<file path="src/hw/rtl/mf_pkg.sv">
// ----------------------------------------------------------------------------
// mf_pkg
// Shared types and constants of the 5x5 median filter.
// ----------------------------------------------------------------------------
package mf_pkg;

   localparam int MAX_WIDTH_DEF = 4096;
   localparam int WINDOW_DEF    = 5;
   localparam int MAX_HEIGHT    = 4096;
   localparam int PASS_LIMIT    = 3;

   localparam logic [12:0] WIDTH_RST  = 13'd640;
   localparam logic [12:0] HEIGHT_RST = 13'd480;
   localparam logic [4:0]  LIMIT_RST  = 5'd5;

   typedef enum logic [1:0] {
      CSR_WIDTH  = 2'd0,
      CSR_HEIGHT = 2'd1,
      CSR_LIMIT  = 2'd2,
      CSR_NONE   = 2'd3
   } csr_index_type;

   // what the back end does with a queued item
   typedef enum logic [1:0] {
      KIND_NONE   = 2'd0,
      KIND_PASS   = 2'd1,
      KIND_BORDER = 2'd2,
      KIND_MEDIAN = 2'd3
   } kind_type;

   typedef struct packed {
      kind_type    kind;
      logic [7:0]  pixel;
      logic [11:0] cx;
      logic [11:0] cy;
   } meta_type;

endpackage

</file>
<file path="src/hw/rtl/mf_back.sv">
// ----------------------------------------------------------------------------
// mf_back
// Rank-based median over the window: compare, count ranks, select; then the
// result register.
// ----------------------------------------------------------------------------
module mf_back
   import mf_pkg::*;
#(
   parameter int WINDOW = WINDOW_DEF
) (
   input  logic                       clock,
   input  logic                       reset,
   input  logic                       q_valid,
   input  meta_type                   q_meta,
   input  logic [WINDOW*WINDOW*8-1:0] q_window,
   output logic                       q_pop,
   output logic                       rsp_valid,
   input  logic                       rsp_ready,
   output logic [7:0]                 rsp_value,
   output logic [11:0]                rsp_center_x,
   output logic [11:0]                rsp_center_y,
   output logic                       rsp_interior
);

   localparam int TAPS = WINDOW * WINDOW;
   localparam int MID  = (TAPS - 1) / 2;
   localparam int RW   = $clog2(TAPS);

   logic                     en;
   logic                     p1_valid_ff, p2_valid_ff, rsp_valid_ff;
   meta_type                 p1_meta_ff, p2_meta_ff;
   logic [TAPS*8-1:0]        p1_win_ff, p2_win_ff;
   logic [TAPS-1:0]          prec_in [TAPS];
   logic [TAPS-1:0]          prec_ff [TAPS];
   logic [RW-1:0]            rank_in [TAPS];
   logic [RW-1:0]            rank_ff [TAPS];
   logic [7:0]               med;
   logic [7:0]               value_in;
   logic [7:0]               rsp_value_ff;
   logic [11:0]              rsp_cx_ff, rsp_cy_ff;
   logic                     rsp_int_ff;

   assign en    = !rsp_valid_ff || rsp_ready;
   assign q_pop = en && q_valid;

   // element j precedes element i in a stable sort
   always_comb begin
      for (int i = 0; i < TAPS; i++) begin
         for (int j = 0; j < TAPS; j++) begin
            if (j < i) begin
               prec_in[i][j] = q_window[j*8 +: 8] <= q_window[i*8 +: 8];
            end else if (j > i) begin
               prec_in[i][j] = q_window[j*8 +: 8] < q_window[i*8 +: 8];
            end else begin
               prec_in[i][j] = 1'b0;
            end
         end
      end
   end

   always_comb begin
      for (int i = 0; i < TAPS; i++) begin
         rank_in[i] = RW'($countones(prec_ff[i]));
      end
   end

   always_comb begin
      med = '0;
      for (int i = 0; i < TAPS; i++) begin
         if (int'(rank_ff[i]) == MID) begin
            med = med | p2_win_ff[i*8 +: 8];
         end
      end
      unique case (p2_meta_ff.kind)
         KIND_PASS:   value_in = p2_meta_ff.pixel;
         KIND_MEDIAN: value_in = med;
         default:     value_in = '0;
      endcase
   end

   always_ff @(posedge clock) begin
      if (reset) begin
         p1_valid_ff  <= 1'b0;
         p2_valid_ff  <= 1'b0;
         rsp_valid_ff <= 1'b0;
      end else if (en) begin
         p1_valid_ff  <= q_valid;
         p2_valid_ff  <= p1_valid_ff;
         rsp_valid_ff <= p2_valid_ff;
      end
   end

   always_ff @(posedge clock) begin
      if (en) begin
         p1_meta_ff   <= q_meta;
         p1_win_ff    <= q_window;
         p2_meta_ff   <= p1_meta_ff;
         p2_win_ff    <= p1_win_ff;
         for (int i = 0; i < TAPS; i++) begin
            prec_ff[i] <= prec_in[i];
            rank_ff[i] <= rank_in[i];
         end
         rsp_value_ff <= value_in;
         rsp_cx_ff    <= p2_meta_ff.cx;
         rsp_cy_ff    <= p2_meta_ff.cy;
         rsp_int_ff   <= p2_meta_ff.kind == KIND_MEDIAN;
      end
   end

   assign rsp_valid    = rsp_valid_ff;
   assign rsp_value    = rsp_value_ff;
   assign rsp_center_x = rsp_cx_ff;
   assign rsp_center_y = rsp_cy_ff;
   assign rsp_interior = rsp_int_ff;

   a_stall_holds: assert property (@(posedge clock) disable iff (reset)
      (rsp_valid_ff && !rsp_ready) |=> $stable(p1_valid_ff) && $stable(p2_valid_ff))
      else $error("pipeline moved while output stalled");
   a_pop_enters: assert property (@(posedge clock) disable iff (reset)
      q_pop |=> p1_valid_ff) else $error("popped item lost");
   a_p2_reaches_out: assert property (@(posedge clock) disable iff (reset)
      (p2_valid_ff && en) |=> rsp_valid_ff) else $error("result lost");

endmodule
</file>
<file path="config.mk">
export PLATFORM = sky130hd
export DESIGN_NAME = mf_back
export DESIGN_NICKNAME = d
export VERILOG_FILES = /design/src/hw/rtl/mf_pkg.sv /design/src/hw/rtl/mf_back.sv
export SDC_FILE = /design/constraint.sdc
export NUM_CORES = 2
export LEC_CHECK = 0
export BUFFER_PORTS_ARGS = -buffer_cell sky130_fd_sc_hd__buf_2
export CAP_MARGIN = 40
export CORE_ASPECT_RATIO = 0.7
export CORE_MARGIN = 4
export CORE_UTILIZATION = 54
export DETAILED_ROUTE_END_ITERATION = 10
export GPL_ROUTABILITY_DRIVEN = 1
export PLACE_DENSITY = 0.7
export SLEW_MARGIN = 20
export SYNTH_ARGS = -nofsm -noshare
export SYNTH_HDL_FRONTEND = slang
export SYNTH_SLANG_ARGS = --single-unit
</file>
<file path="constraint.sdc">
create_clock -name clock -period 144.4 [get_ports clock]
set_clock_uncertainty 0.15 [all_clocks]
set_input_delay 21.66 -clock clock [delete_from_list [all_inputs] [get_ports clock]]
set_output_delay 21.66 -clock clock [all_outputs]
set_load 0.005 [all_outputs]
</file>
# Yosys cells after proc, flatten, opt, wreduce, memory -nomap -nowiden
# Memories as Yosys holds them, arrays and structs flattened.
# Cells that the tools add are included.
[totals] ff_bits=504 ram_bits=750 in_bits=238 out_inout_bits=35 elab_cells=1301 memories=2
[memory_table] memory="prec_ff" depth=25 word_bits=25 rd=25 rd_ports_with_merged_regs=0 write_ports=25 line="mf_back.sv:34" rtl="logic [TAPS-1:0] prec_ff [TAPS];"
[memory_table] memory="rank_ff" depth=25 word_bits=5 rd=25 rd_ports_with_merged_regs=0 write_ports=25 line="mf_back.sv:36" rtl="logic [RW-1:0] rank_ff [TAPS];"
[op_classes] add_sub_neg=600 order_cmp=600 n_eq_ne=27 n_mux=28 bitwise_logic=24 reduce_logical=3
[op_table] cell="8-bit <= comparator" count=300
[op_table] cell="8-bit less-than comparator" count=300
[op_table] cell="1-bit by 1-bit adder with 2-bit output" count=300
[op_table] cell="2-bit by 2-bit adder with 3-bit output" count=150
[op_table] cell="3-bit by 3-bit adder with 4-bit output" count=75
[op_table] cell="8-bit two-way mux" count=25
[op_table] cell="8-bit OR" count=24
[op_table] cell="4-bit by 1-bit adder with 5-bit output" count=25
[op_table] cell="4-bit by 4-bit adder with 5-bit output" count=25
[op_table] cell="5-bit adder" count=25
[op_table] cell="5-bit equality test, second input constant" count=25
[op_table] cell="8-bit one-hot mux with 2 select lines" count=1
[op_table] cell="2-bit by 1-bit equality test with 1-bit output, second input constant" count=1
[op_table] cell="2-bit equality test, second input constant" count=1
[op_table] cell="1-bit two-way mux" count=2
[op_table] cell="1-bit logical AND" count=1
[op_table] cell="1-bit logical NOT" count=1
[op_table] cell="1-bit logical OR" count=1

# Depth between registers and ports, before layout
# An unclocked memory read counts as a cell.
[logic_depth] depth_word=52 depth_mapped=15

# Least setup slack after synthesis
# Ideal clock, no wire load.
[synth_path] path_type="input to output" from="input rsp_ready" to="output q_pop" arrival_time_ns=57.358 required_ns=122.590 slack_ns=65.232 cell_stages=3 path_cell_list="nand2b_1 -> clkbuf_1 -> and2_1"
[synth_via] elab_chain_len=2
[synth_rtl] item="start: declaration" line="mf_back.sv:18" rtl="input logic rsp_ready,"
[synth_rtl] item="1-bit logical OR" line="mf_back.sv:43" rtl="assign en = !rsp_valid_ff || rsp_ready;"
[synth_rtl] item="1-bit logical AND" line="mf_back.sv:44" rtl="assign q_pop = en && q_valid;"
[synth_rtl] item="end: declaration" line="mf_back.sv:16" rtl="output logic q_pop,"
# No other way between the ends.

# Final worst setup path
# Same ends and word-level chain as after synthesis.

==> summary.txt <==
share of cells above drive strength 1: 7.94%
Tcrit/Tclk final: 30.8%
setup bufs post-CTS: 0
CTS resizes: 0
Synth Instances: 9070
mapped cell area: 107000 sq um
maximum fanout along the worst path: 49
combinational power share: 54.1%
vias in the first global route: 84700
area leader, netlist: edfxtp_1
CTS Buffer Depth: 4
synth cell count leaders: ha_1 (2550), edfxtp_1 (1226), inv_1 (1090), a21o_1 (843), nand4_1 (610)
Peak VDD IR: 0.0186 mV
status: complete, no violations
total grt overflow: 0
crit path capture type: primary output
Max-cap violations: 0
Warnings, synthesis: 0
slew margin rel.: 25.5%
Global Route Usage Sum: 42.4%
syn nets: 12300
Initial Utilization: 54.4%
Core Area: 197000 sq um
CP delay by family, top: simple AND/OR/NAND/NOR gates
worst-path cell chain: buf_2, nand2b_4, and2_1, buf_2
global placement routability congestion: 0.997
die width: 540 um
sequential area share after synthesis: 34.5%
Final HPWL DP: 310000 um
endpoints failing setup: 0
synth unique cells: 50
most numerous cell in the Yosys netlist: ha_1
Pleak: 0.0570 uW
row count: 136
Vias per Instance: 7.04
WP data arrival: 22.69 ns
WL/cell: 35.8 um
H-tree depth: 4
Port-buffer cells: 272
worst hold start: p1_win_ff[136]$_DFFE_PN_
Skew-Pair Late Insertion Delay: 0.86 ns
Final ANT Viol Nets: 0
Area Overhead vs Synth: 11.1%
drt first pass iters: 8
Via Count: 88000
final setup margin: 99.90 ns
R2R depth: 15
CTS tree: done
final net count: 13000
met3 wire length: 79900 um
Post-synth EDFFs: 1226
worst slack at placement: 99.86 ns
Critical R2R Launch: prec_ff[0][336]$_DFFE_PN_
CP required: 122.59 ns
power density cells: 17.1 nW/um^2
Slowest-stage cell, CP: nand2b_4
clock group share of total power: 18.7%
met2 WL: 169000 um
syn avg cell area: 11.8 sq um
antenna violations before repair: 60
setup slack, reg-to-reg: 139.44 ns
FFs w/ async S/R, synth: 0%
flops & latches, synth: 1229
Hold Crit Class: register to register
Clock transition at path regs: 0.06 ns
top post-synthesis cells by area: edfxtp_1 (34%), ha_1 (30%), fa_1 (8.0%), a21o_1 (5.9%), inv_1 (3.8%)
CTS sink count: 1229
RR Endpoint: rank_ff[0][69]$_DFFE_PN_
setup tns final: 0 ns
uppermost layer routed: met5
TritonCTS Buffers: 146
Main synth FF type: edfxtp_1
# IOs: 273
Post-CTS Hold Fix Bufs: 0
top cell type's share of synthesized area: 34.5%
measured slew at the worst slew-check pin: 1.12 ns
WHS Path Cells: 0
die area: 205000 sq um
Most Frequent Cell on Critical Path: buf_2
DRT iter0 DRCs: 13600
register share of total power: 27.2%
Buf/Inv on CP: 2
f_max: 22.5 MHz
critical path class: primary input to primary output
Hold Path End: p2_win_ff[136]$_DFFE_PN_
max-slew violations: 0
crit path time final: 44.50 ns
largest net degree at the start of global routing: 176
RSZ-0062 raised after global routing: no
clock root buffer: clkbuf_16
switch share: 40.7%
Fin. Hold Viols: 0
Residual DRC: 0
first-pass GRT wire length: 613000 um
crit start category: primary input
Sw Pwr: 825 uW
DRT Wirelength: 447000 um
die height: 380 um
Max stage delay on crit path: 0.44 ns
Met1 Wirelength: 164000 um
internal power: 1200 uW
metal layers:
layer / up-vias / global-route usage, %
met3: 1784 / 19.6
met5: - / 0.209
met1: 42800 / 55.6
li1: 36500 / -
met2: 6873 / 55.9
met4: 40 / 27.1
worst max path at each step:
stage	startpoint	endpoint	slack, ns	depth (start not counted)
finish	rsp_ready	q_pop	99.90	4
global route	rsp_ready	q_pop	99.80	4
CTS	rsp_ready	q_pop	99.87	4
detailed placement	rsp_ready	q_pop	99.86	4
global placement	rsp_ready	q_pop	99.87	4
floorplan	rsp_ready	q_pop	65.23	3
stage by stage:
| step | power (uW) | instance area [sq um] | hold WS [ns] | utilization, % | instances |
|---|---|---|---|---|---|
| 2_1_floorplan | 1280 | 107000 | 0.250 | - | 9070 |
| 3_3_place_gp | 1550 | 113000 | 0.250 | 57.5 | 12200 |
| 3_5_place_dp | 1610 | 114000 | 0.255 | 57.9 | 12200 |
| 4_1_cts | 2000 | 118000 | 0.217 | 60.3 | 12500 |
| 5_1_grt | 2160 | 119000 | 0.232 | 60.4 | 12500 |
| 6_report | 2030 | 119000 | 0.220 | 60.4 | 12500 |
cells in the final DEF, fill, tap and decap left out, types with 14 or more instances in the layout:
cell type / netlist / layout
clkbuf_16: 0 / 150
a21oi_1: 326 / 326
clkbuf_1: 2 / 19
nor2_1: 16 / 16
nand4_1: 610 / 610
fa_1: 425 / 425
inv_1: 1090 / 1068
xnor2_1: 50 / 50
clkinv_1: 0 / 24
buf_2: 0 / 284
inv_2: 0 / 17
nor4_1: 22 / 20
nand2b_1: 35 / 34
nor3_1: 41 / 41
buf_4: 0 / 200
clkinv_2: 0 / 29
ha_1: 2550 / 2550
o21ai_0: 329 / 329
o211ai_1: 41 / 41
diode_2: 0 / 23
nor3b_1: 37 / 37
nand2_1: 18 / 18
buf_12: 0 / 15
o21a_1: 345 / 345
buf_8: 0 / 17
edfxtp_1: 1226 / 1226
nor2b_1: 325 / 325
a22oi_1: 48 / 48
o22ai_1: 301 / 301
o22a_1: 300 / 300
a21o_1: 843 / 843
bufinv_16: 0 / 14
worst reg2reg max path: cells and delay by family (launching register included):
family                   cells  cell delay (ns)
AO/OA/AOI/OAI                1             0.24
adder cells (fa/ha/maj)      7             3.17
buffers and inverters        5             0.33
flip-flops                   1             0.60
AND/OR/NAND/NOR              2             0.21
cell type report:
class	count	area (sq um)
Antenna cell	23	57.6
Multi-Input combinational cell	6748	65900
Clock buffer	169	3820
Fill cell	15400	77800
Sequential cell	1229	36900
Tap cell	2622	3280
Clock inverter	78	773
Inverter	1090	4090
Timing Repair Buffer	535	3880
sequential cells by signal, indices dropped and copies added, names as in the netlist:
signal,cells
p1_meta_ff,34
rank_ff,125
p1_win_ff,200
prec_ff,600
p2_win_ff,200
rsp_interior,1
p2_meta_ff,34
rsp_center_x,12
rsp_value,8
rsp_valid,1
rsp_center_y,12
p1_valid_ff,1
p2_valid_ff,1
kinds of logic after synthesis:
group / Yosys count / share of synthesized area, %
fa+ha+maj: 2975 / 37.8
compound gates: 2568 / 16.5
flops: 1229 / 34.5
simple gates: 1153 / 6.86
buf+inv: 1093 / 3.84
xor+xnor: 50 / 0.410
mux: 2 / 0.0187
power groups by stage:
stage | Combinational, uW | Sequential [uW] | Clock, uW
CTS | 1070 | 548 | 379
global placement | 997 | 554 | 0
detailed placement | 1060 | 555 | 0
floorplan | 733 | 551 | 0
global route | 1220 | 553 | 394
finish | 1100 | 550 | 380
No activity file was read; power rests on OpenSTA's default activity.
