**src/hw/rtl/mf_queue.sv**
```systemverilog
// ----------------------------------------------------------------------------
// mf_queue
// Two-entry queue between the front and back ends.
// ----------------------------------------------------------------------------
module mf_queue #(
   parameter int WIDTH = 8
) (
   input  logic             clock,
   input  logic             reset,
   input  logic             push,
   input  logic [WIDTH-1:0] push_data,
   output logic             full,
   input  logic             pop,
   output logic             head_valid,
   output logic [WIDTH-1:0] head_data
);

   logic [WIDTH-1:0] entry_ff [2];
   logic             wr_ptr_ff, rd_ptr_ff;
   logic [1:0]       count_ff;

   always_ff @(posedge clock) begin
      if (reset) begin
         wr_ptr_ff <= 1'b0;
         rd_ptr_ff <= 1'b0;
         count_ff  <= '0;
      end else begin
         if (push) begin
            wr_ptr_ff <= !wr_ptr_ff;
         end
         if (pop) begin
            rd_ptr_ff <= !rd_ptr_ff;
         end
         count_ff <= count_ff + 2'(push) - 2'(pop);
      end
   end

   always_ff @(posedge clock) begin
      if (push) begin
         entry_ff[wr_ptr_ff] <= push_data;
      end
   end

   assign full       = count_ff == 2'd2;
   assign head_valid = count_ff != 2'd0;
   assign head_data  = entry_ff[rd_ptr_ff];

endmodule

```
**config.mk**
```make
export PLATFORM = sky130hd
export DESIGN_NAME = mf_queue
export DESIGN_NICKNAME = d
export VERILOG_FILES = /design/src/hw/rtl/mf_queue.sv
export SDC_FILE = /design/constraint.sdc
export NUM_CORES = 1
export LEC_CHECK = 0
export BUFFER_PORTS_ARGS = -buffer_cell sky130_fd_sc_hd__buf_2
export CORE_MARGIN = 10
export CORE_UTILIZATION = 25
export DETAILED_ROUTE_END_ITERATION = 16
export GPL_TIMING_DRIVEN = 1
export HOLD_SLACK_MARGIN = 0.1
export SLEW_MARGIN = 30
export SYNTH_ARGS = -nofsm -noshare
export SYNTH_HDL_FRONTEND = slang
export SYNTH_SLANG_ARGS = --single-unit
```
**constraint.sdc**
```tcl
create_clock -name clock -period 1.6 [get_ports clock]
set_input_delay 0.4 -clock clock [delete_from_list [all_inputs] [get_ports clock]]
set_output_delay 0.4 -clock clock [all_outputs]
set_load 0.02 [all_outputs]
```
* Word-level counts from Yosys, hierarchy flattened
Memory sizes are Yosys's and may differ from the RTL's. A register that Yosys moved wholly into a read port is not among the register bits. Cells that the tools add are included.
Word-level totals: input bits 12, word-level logic and storage cells 14, memories kept 1, bits in writable memories 16, memory bits (read-only) 0, flip-flop bits (word level) 4, output and inout port bits 10, latch bits 0
Memory list:
- entry_ff | depth 2, width 8, rd ports 1, clocked after memory_dff 1, wr ports 1, RTL line 18 | logic [WIDTH-1:0] entry_ff [2];
Cells by class: reduce and logical (&&, ||, !) cells 3, multiplexer cells 4, $lt $le $gt $ge 0, eq/ne operators 1, add/sub/neg operators 2, divide/modulo/power cells 0, shift-type cells 0, bitwise logic cells 0, $mul 0
Operator list (count):
- $mux 1 | 4
- $add 2x1->2 | 1
- $eq 2x2->1 const B | 1
- $logic_not 1->1 | 2
- $reduce_bool 2->1 | 1
- $sub 2x1->2 | 1

* Longest topological paths before layout
Gate-level depths: netlist of the first run.
word-level depth 3, depth in mapped cells 6

* Worst setup path after synthesis of the first run
No wires, ideal clock.
path kind input to register, from input pop, to register count_ff[1], data arrival time 1.272 ns, library setup time 0.064 ns, setup slack 0.264 ns, path buffers 0, cell stages on the path 5, path through ha_1 inv_1 ha_1 xnor3_1 nor2_1
On the way: word-level cells in the longest chain between the ends 1
Ends and longest elaborated chain:
- from (decl) | RTL line 13 | input logic pop,
- $sub 2x1->2 | RTL line 34 | count_ff <= count_ff + 2'(push) - 2'(pop);
- to (signal assigned) | RTL line 34
- to (decl) | RTL line 20 | logic [1:0] count_ff;
Every way passes these cells. A chain may end at the register's enable or synchronous reset.

==> results of run 1 <==
-- through the flow --
stage	instances	utilization [%]	area (um^2)
floorplan	46	-	795
global placement	112	32.0	977
detailed placement	112	32.0	977
CTS	116	35.5	1080
global route	116	35.5	1080
finish	116	35.5	1080
-- routing by layer --
metal | vias to the layer above | wire length (um) | GRT usage (%)
li1 | 215 | - | -
met4 | 0 | 8 | 2.23
met1 | 219 | 667 | 5.71
met2 | 14 | 719 | 8.84
met5 | - | 0 | 0
met3 | 2 | 99 | 2.36
-- logic make-up (layout without fill, tap and decap cells) --
family / after synthesis / after routing / synth area share [%]
adders and majority gates: 2 / 2 / 3.15
DFF: 21 / 21 / 73.1
and+or+nand+nor: 9 / 9 / 5.83
buffers and inverters: 3 / 29 / 1.57
xor gates and xnor gates: 3 / 3 / 5.04
muxes: 8 / 8 / 11.3
-- worst max-delay path by stage --
| stage | cells past startpoint | to |
|---|---|---|
| 6_report | 3 | head_data[4] |
| 5_1_grt | 3 | head_data[4] |
| 4_1_cts | 3 | head_data[1] |
| 3_5_place_dp | 6 | count_ff[1]$_SDFF_PP0_ |
| 3_3_place_gp | 6 | count_ff[1]$_SDFF_PP0_ |
| 2_1_floorplan | 5 | count_ff[1]$_SDFF_PP0_ |
-- registers in the layout, summed over array words and instances, names as in the netlist, named ones only --
register and cells:
count_ff 2, entry_ff 16, wr_ptr_ff 1, rd_ptr_ff 1
-- repair_timing --
item / in CTS / in global routing
resized for setup: 25 / 0
endpoints found under the setup margin: 8 / 8
pin swaps: 0 / 0
-- power by group --
part	total, uW	leakage, uW	switching (uW)	internal (uW)
clock network	247	0.0000150	151	96.8
registers	652	0.000192	18.6	634
logic	277	0.000236	125	152
total	1180	0.000443	294	882
-- final cells by class --
| type | count | area share [%] |
|---|---|---|
| Clock buffer | 4 | 2.42 |
| Sequential cell | 21 | 53.6 |
| Tap cell | 44 | 5.07 |
| Inverter | 2 | 0.692 |
| Multi-Input combinational cell | 22 | 21.3 |
| Timing Repair Buffer | 23 | 16.8 |
-- placed cells by master, fill, tap and decap left out --
cell | Yosys | routed
and2_1 | 1 | 1
nor2b_1 | 3 | 3
xnor3_1 | 1 | 1
ha_1 | 2 | 2
or2_1 | 1 | 1
dfxtp_1 | 5 | 4
buf_6 | 0 | 8
buf_2 | 1 | 13
mux2_4 | 0 | 8
edfxtp_1 | 16 | 16
inv_1 | 2 | 2
buf_12 | 0 | 1
nor2_1 | 4 | 4
xnor2_1 | 2 | 2
buf_4 | 0 | 1
dfxtp_2 | 0 | 1
clkbuf_1 | 0 | 1
clkbuf_4 | 0 | 3
==> summary.md, run 1 <==
| Metric | Value |
|---|---|
| Largest net degree at the start of global routing | 12 |
| ANT cells | 0 |
| Syn Nets | 60 |
| Filler cell count | 313 |
| Number of global-route vias before repair | slightly above 500 |
| Outcome | finished with violations |
| Synthesized area per cell | 17.3 um^2 |
| Setup_tns | -0.178 ns |
| Largest stage delay, worst path | roughly 0.36 ns |
| # DRC | 0 |
| Setup crit start kind | register |
| PD cells | about 1100 nW/um^2 |
| Hold Startpoint | push_data[6] |
| # Post-CTS Setup Buffers | 0 |
| F_max | between 600 and 700 MHz |
| CP top delay family | flip-flops |
| Final hold violations | 0 |
| H-tree depth | 1 |
| Max cap viols | 0 |
| Top FF cell, synth | edfxtp_1 |
| First-pass GRT wire length | 2480 um |
| Req. time, crit path | 1.20 ns |
| CTS Hold Bufs | 0 |
| Synth area leader | edfxtp_1 |
| Number of synthesized flops with an enable pin | 16 |
| Clock Skew | about 0.0036 ns |
| Iteration-0 DRC Markers | 15 |
| Placement row count | 20 |
| Cells after Synth | 46 |
| Worst reg2reg path depth | 6 |
| WL final | 1490 um |
| Vias | 450 |
| FF+latch count, synth | 21 |
| WHS | 0.289 ns |
| Die ar. | about 5800 um^2 |
| Setup ws final | -0.0266 ns |
| Distinct cells, synth | 12 |
| Vias/cell | roughly 3.9 |
| R2R setup slack | between 0.2 and 0.25 ns |
| Endpoint, Worst Hold | entry_ff[0][6]$_DFFE_PP_ |
| TritonCTS Buffers | 3 |
| Count leader, synth | edfxtp_1 |
| Max Slew Vio Count | 0 |
| TritonCTS clock tree | yes |
| Crit path time final | around 1.6 ns |
| DIE HEIGHT | between 70 and 80 um |
| Tot Pwr | 1180 uW |
| GRT Util Overall | 5.31% |
| Worst slack, placed | ~0.081 ns |
| Worst hold path class | in -> reg |
| Max IR drop VDD | ~370 uV |
| Clock Pin Slew Worst Setup and Hold Paths | between 0.1 and 0.15 ns |
| Leak | ~0.00044 uW |
| Mapped cell area | about 790 um^2 |
| Share of the synthesized area in the top cell type | approximately three fifths |
| Die Wd | roughly 76 um |
| Unrepaired setup endpoints after global routing | yes |
| Critical-path cell list | buf_12, mux2_4, buf_6 |
| RR Startpoint | count_ff[0]$_SDFF_PP0_ |
| Synth area leaders | edfxtp_1 (60%), dfxtp_1 (13%), mux2_1 (11%) |
| Initial Utilization | 26.0% |
| Measured slew at the worst slew-check pin | approximately 0.4 ns |
| Clock Path Buffers | 2 |
| Ys async rst share | 0% |
| Seq/Total Area, Yosys | around three quarters |
| Slowest-stage cell, CP | dfxtp_2 |
| Hold Crit Depth | 1 |
| Synthesis-to-layout area growth | 36.5% |
| Seq. cell area | 582 um^2 |
| WP buf/inv | 2 |
| Latest clock arrival within the worst-skew pair | 0.29 ns |
| Remaining global-route overflow | 0 |
| IO Pins | 22 |
| Wire per inst | roughly 13 um |
| Critical path arrival | approximately 1.2 ns |
| Multi-input logic area | between 200 and 250 um^2 |
| Core area | 3050 um^2 |
| Initial antenna violation count | 0 |
| Critical Path Sink Type | primary output |
| DRT Pass-1 Iters | 4 |
| Final setup vio count | 8 |
| Reg2reg end | count_ff[1]$_SDFF_PP0_ |
| Final nets | between 80 and 90 |
| Clock sinks | 21 |
| Slew headroom | ~73% |
| Antenna violation net count after detailed routing | 0 |
| Setup CP Type | reg -> out |
| Crit path max fanout | 8 |
| Final GP Congestion | 0.653 |
| Clk root buf | clkbuf_4 |
| IO buf count | 21 |
| Leading cell types by count after synthesis | edfxtp_1 (16), mux2_1 (8), dfxtp_1 (5) |
| Share of cells above drive strength 1 | roughly 50% |
| Final period utilization | 102% |
| YS warnings | 0 |
| Violated checks | setup timing |
Power figures use the tool's default switching activity.
==> inputs of run 2 (changes only) <==
SETUP_SLACK_MARGIN = 0.2   (was not set)
==> run 2 against run 1 <==
- the flow still finishes with violations (setup timing)
- worst hold slack lost 0.0019 ns
- first-iteration DRC count is the same
- critical path depth is the same
- largest power group unchanged
==> summary.md, run 2 (synthesis gave the netlist of run 1 again) <==
| Metric | Value |
|---|---|
| Latest clock arrival within the worst-skew pair | ~0.29 ns |
| DIE HEIGHT | approximately 76 um |
| Number of global-route vias before repair | 522 |
| Most common cell after layout, fill and taps aside | edfxtp_1 |
| CTS Hold Bufs | 0 |
| Vias | between 400 and 500 |
| ANT cells | 0 |
| Hold Startpoint | push_data[6] |
| Design area | between 1000 and 1500 um^2 |
| First-pass GRT wire length | about 2500 um |
| Clk root buf | clkbuf_4 |
| Wire per inst | ~13 um |
| GRT Util Overall | under 10% |
| Top reg by flops | entry_ff |
| Final hold violations | 0 |
| Leak | ~0.00045 uW |
| Critical path arrival | ~1.2 ns |
| NetSw | approximately 300 uW |
| TritonCTS Buffers | 3 |
| Initial antenna violation count | 0 |
| Die Wd | around 76 um |
| RR Startpoint | count_ff[0]$_SDFF_PP0_ |
| Pint | about 910 uW |
| Setup crit start kind | register |
| Measured slew at the worst slew-check pin | roughly 0.40 ns |
| Logic pwr share | between 20 and 30% |
| Req. time, crit path | ~1.2 ns |
| # DRC | 0 |
| Iteration-0 DRC Markers | 15 |
| Critical Path Sink Type | primary output |
| Hold Crit Depth | 1 |
| WP buf/inv | 2 |
| Outcome | finished with violations |
| Core area | 3050 um^2 |
| Reg power frac | a little over half |
| Max reg flops | 16 |
| Worst reg2reg path depth | 6 |
| Slowest-stage cell, CP | dfxtp_2 |
| Vias/cell | ~4 |
| Largest registers | entry_ff: 16 flops, count_ff: 2 flops |
| Crit path time final | 1.63 ns |
| Largest net degree at the start of global routing | 12 |
| WL final | ~1500 um |
| Placement row count | 20 |
| F_max | about 600 MHz |
| Max Slew Vio Count | 0 |
| Post-Place Cells | 112 |
| Critical-path cell list | buf_12, mux2_4, buf_6 |
| Core Util, Final | 36.1% |
| Final cell count without fillers | roughly 120 |
| IO Pins | 22 |
| Synthesis-to-layout area growth | 38.9% |
| Final nets | between 80 and 90 |
| Filler cell count | between 300 and 400 |
| Final period utilization | 102% |
| Slew headroom | about 73% |
| Placed Area | 977 um^2 |
| Die ar. | a little under 6000 um^2 |
| Share of cells above drive strength 1 | 52.1% |
| Reg2reg end | count_ff[1]$_SDFF_PP0_ |
| Most frequent cells in the layout | edfxtp_1 (16), buf_2 (11), buf_6 (9) |
| PD cells | around 1100 nW/um^2 |
| Sw frac | 24.9% |
| H-tree depth | 1 |
| Unrepaired setup endpoints after global routing | yes |
| Initial Utilization | between 20% and 30% |
| Worst hold path class | in -> reg |
| TritonCTS clock tree | yes |
| Max cap viols | 0 |
| Setup ws final | -0.0291 ns |
| Endpoint, Worst Hold | entry_ff[0][6]$_DFFE_PP_ |
| CP top delay family | flip-flops |
| R2R setup slack | ~0.38 ns |
| Remaining global-route overflow | 0 |
| Clock Skew | between 0.005 and 0.006 ns |
| Violated checks | setup timing |
| Final setup vio count | 8 |
| Clk network pwr share | 20.6% |
| Setup CP Type | reg -> out |
| Final GP Congestion | approximately 0.65 |
| DRT Pass-1 Iters | 4 |
| IO buf count | 21 |
| Largest stage delay, worst path | 0.36 ns |
| Clock Path Buffers | 2 |
| Clock Pin Slew Worst Setup and Hold Paths | approximately 0.12 ns |
| Antenna violation net count after detailed routing | 0 |
| Max IR drop VDD | roughly 370 uV |
| Setup_tns | -0.198 ns |
| Crit path max fanout | 8 |
| Clock sinks | 21 |
==> run 2: layer usage <==
layer	vias up	track usage (%)	wire [um]
met5	-	0	0
met4	0	2.23	8
met3	2	2.36	99
met2	14	8.93	725
met1	224	5.64	673
li1	218	-	-
==> run 2: power by group through the flow <==
stage	logic [uW]	registers (uW)	clock network, uW
after floorplan	146	658	0
after global placement	225	662	0
after detailed placement	230	664	0
after CTS	308	654	264
after global routing	329	659	284
final	306	653	249
==> run 2: repair_timing <==
action,CTS,global route
resized for setup,29,1
pin swaps,1,2
setup buffers,1,0
setup endpoints to repair,9,11
==> run 2: worst register-to-register path: cells and delay by family (launching register included) <==
kind | cells | cell delay [ns]
DFF | 1 | 0.35
adders and majority gates | 2 | 0.40
and+or+nand+nor | 1 | 0.10
xor gates and xnor gates | 1 | 0.20
buffers and inverters | 2 | 0.11
==> run 2: how the worst max path moves through the flow <==
stage,startpoint,endpoint,slack (ns),depth (start not counted)
5_1_grt,register,head_data[4],-0.09,3
6_report,register,head_data[4],-0.03,3
2_1_floorplan,pop,count_ff[1]$_SDFF_PP0_,0.26,5
3_3_place_gp,pop,count_ff[1]$_SDFF_PP0_,0.13,6
4_1_cts,register,head_data[1],-0.05,3
3_5_place_dp,pop,count_ff[1]$_SDFF_PP0_,0.08,6
==> run 2: area by class of cell <==
type / count / area (um^2) / area share, %
Inverter: 2 / 7.51 / 0.680
Sequential cell: 21 / 584 / 52.9
Multi-Input combinational cell: 22 / 231 / 21.0
Clock buffer: 4 / 26.3 / 2.38
Timing Repair Buffer: 24 / 199 / 18.0
Tap cell: 44 / 55.1 / 4.99
==> run 2: metrics by stage <==
| step | hold WS (ns) | total power (uW) | setup slack [ns] |
|---|---|---|---|
| final | 0.287 | 1210 | -0.0291 |
| after global routing | 0.270 | 1270 | -0.0854 |
| after CTS | 0.276 | 1230 | -0.0463 |
| after detailed placement | 0.510 | 894 | 0.0806 |
| after global placement | 0.508 | 887 | 0.125 |
| after floorplan | 0.472 | 804 | 0.264 |
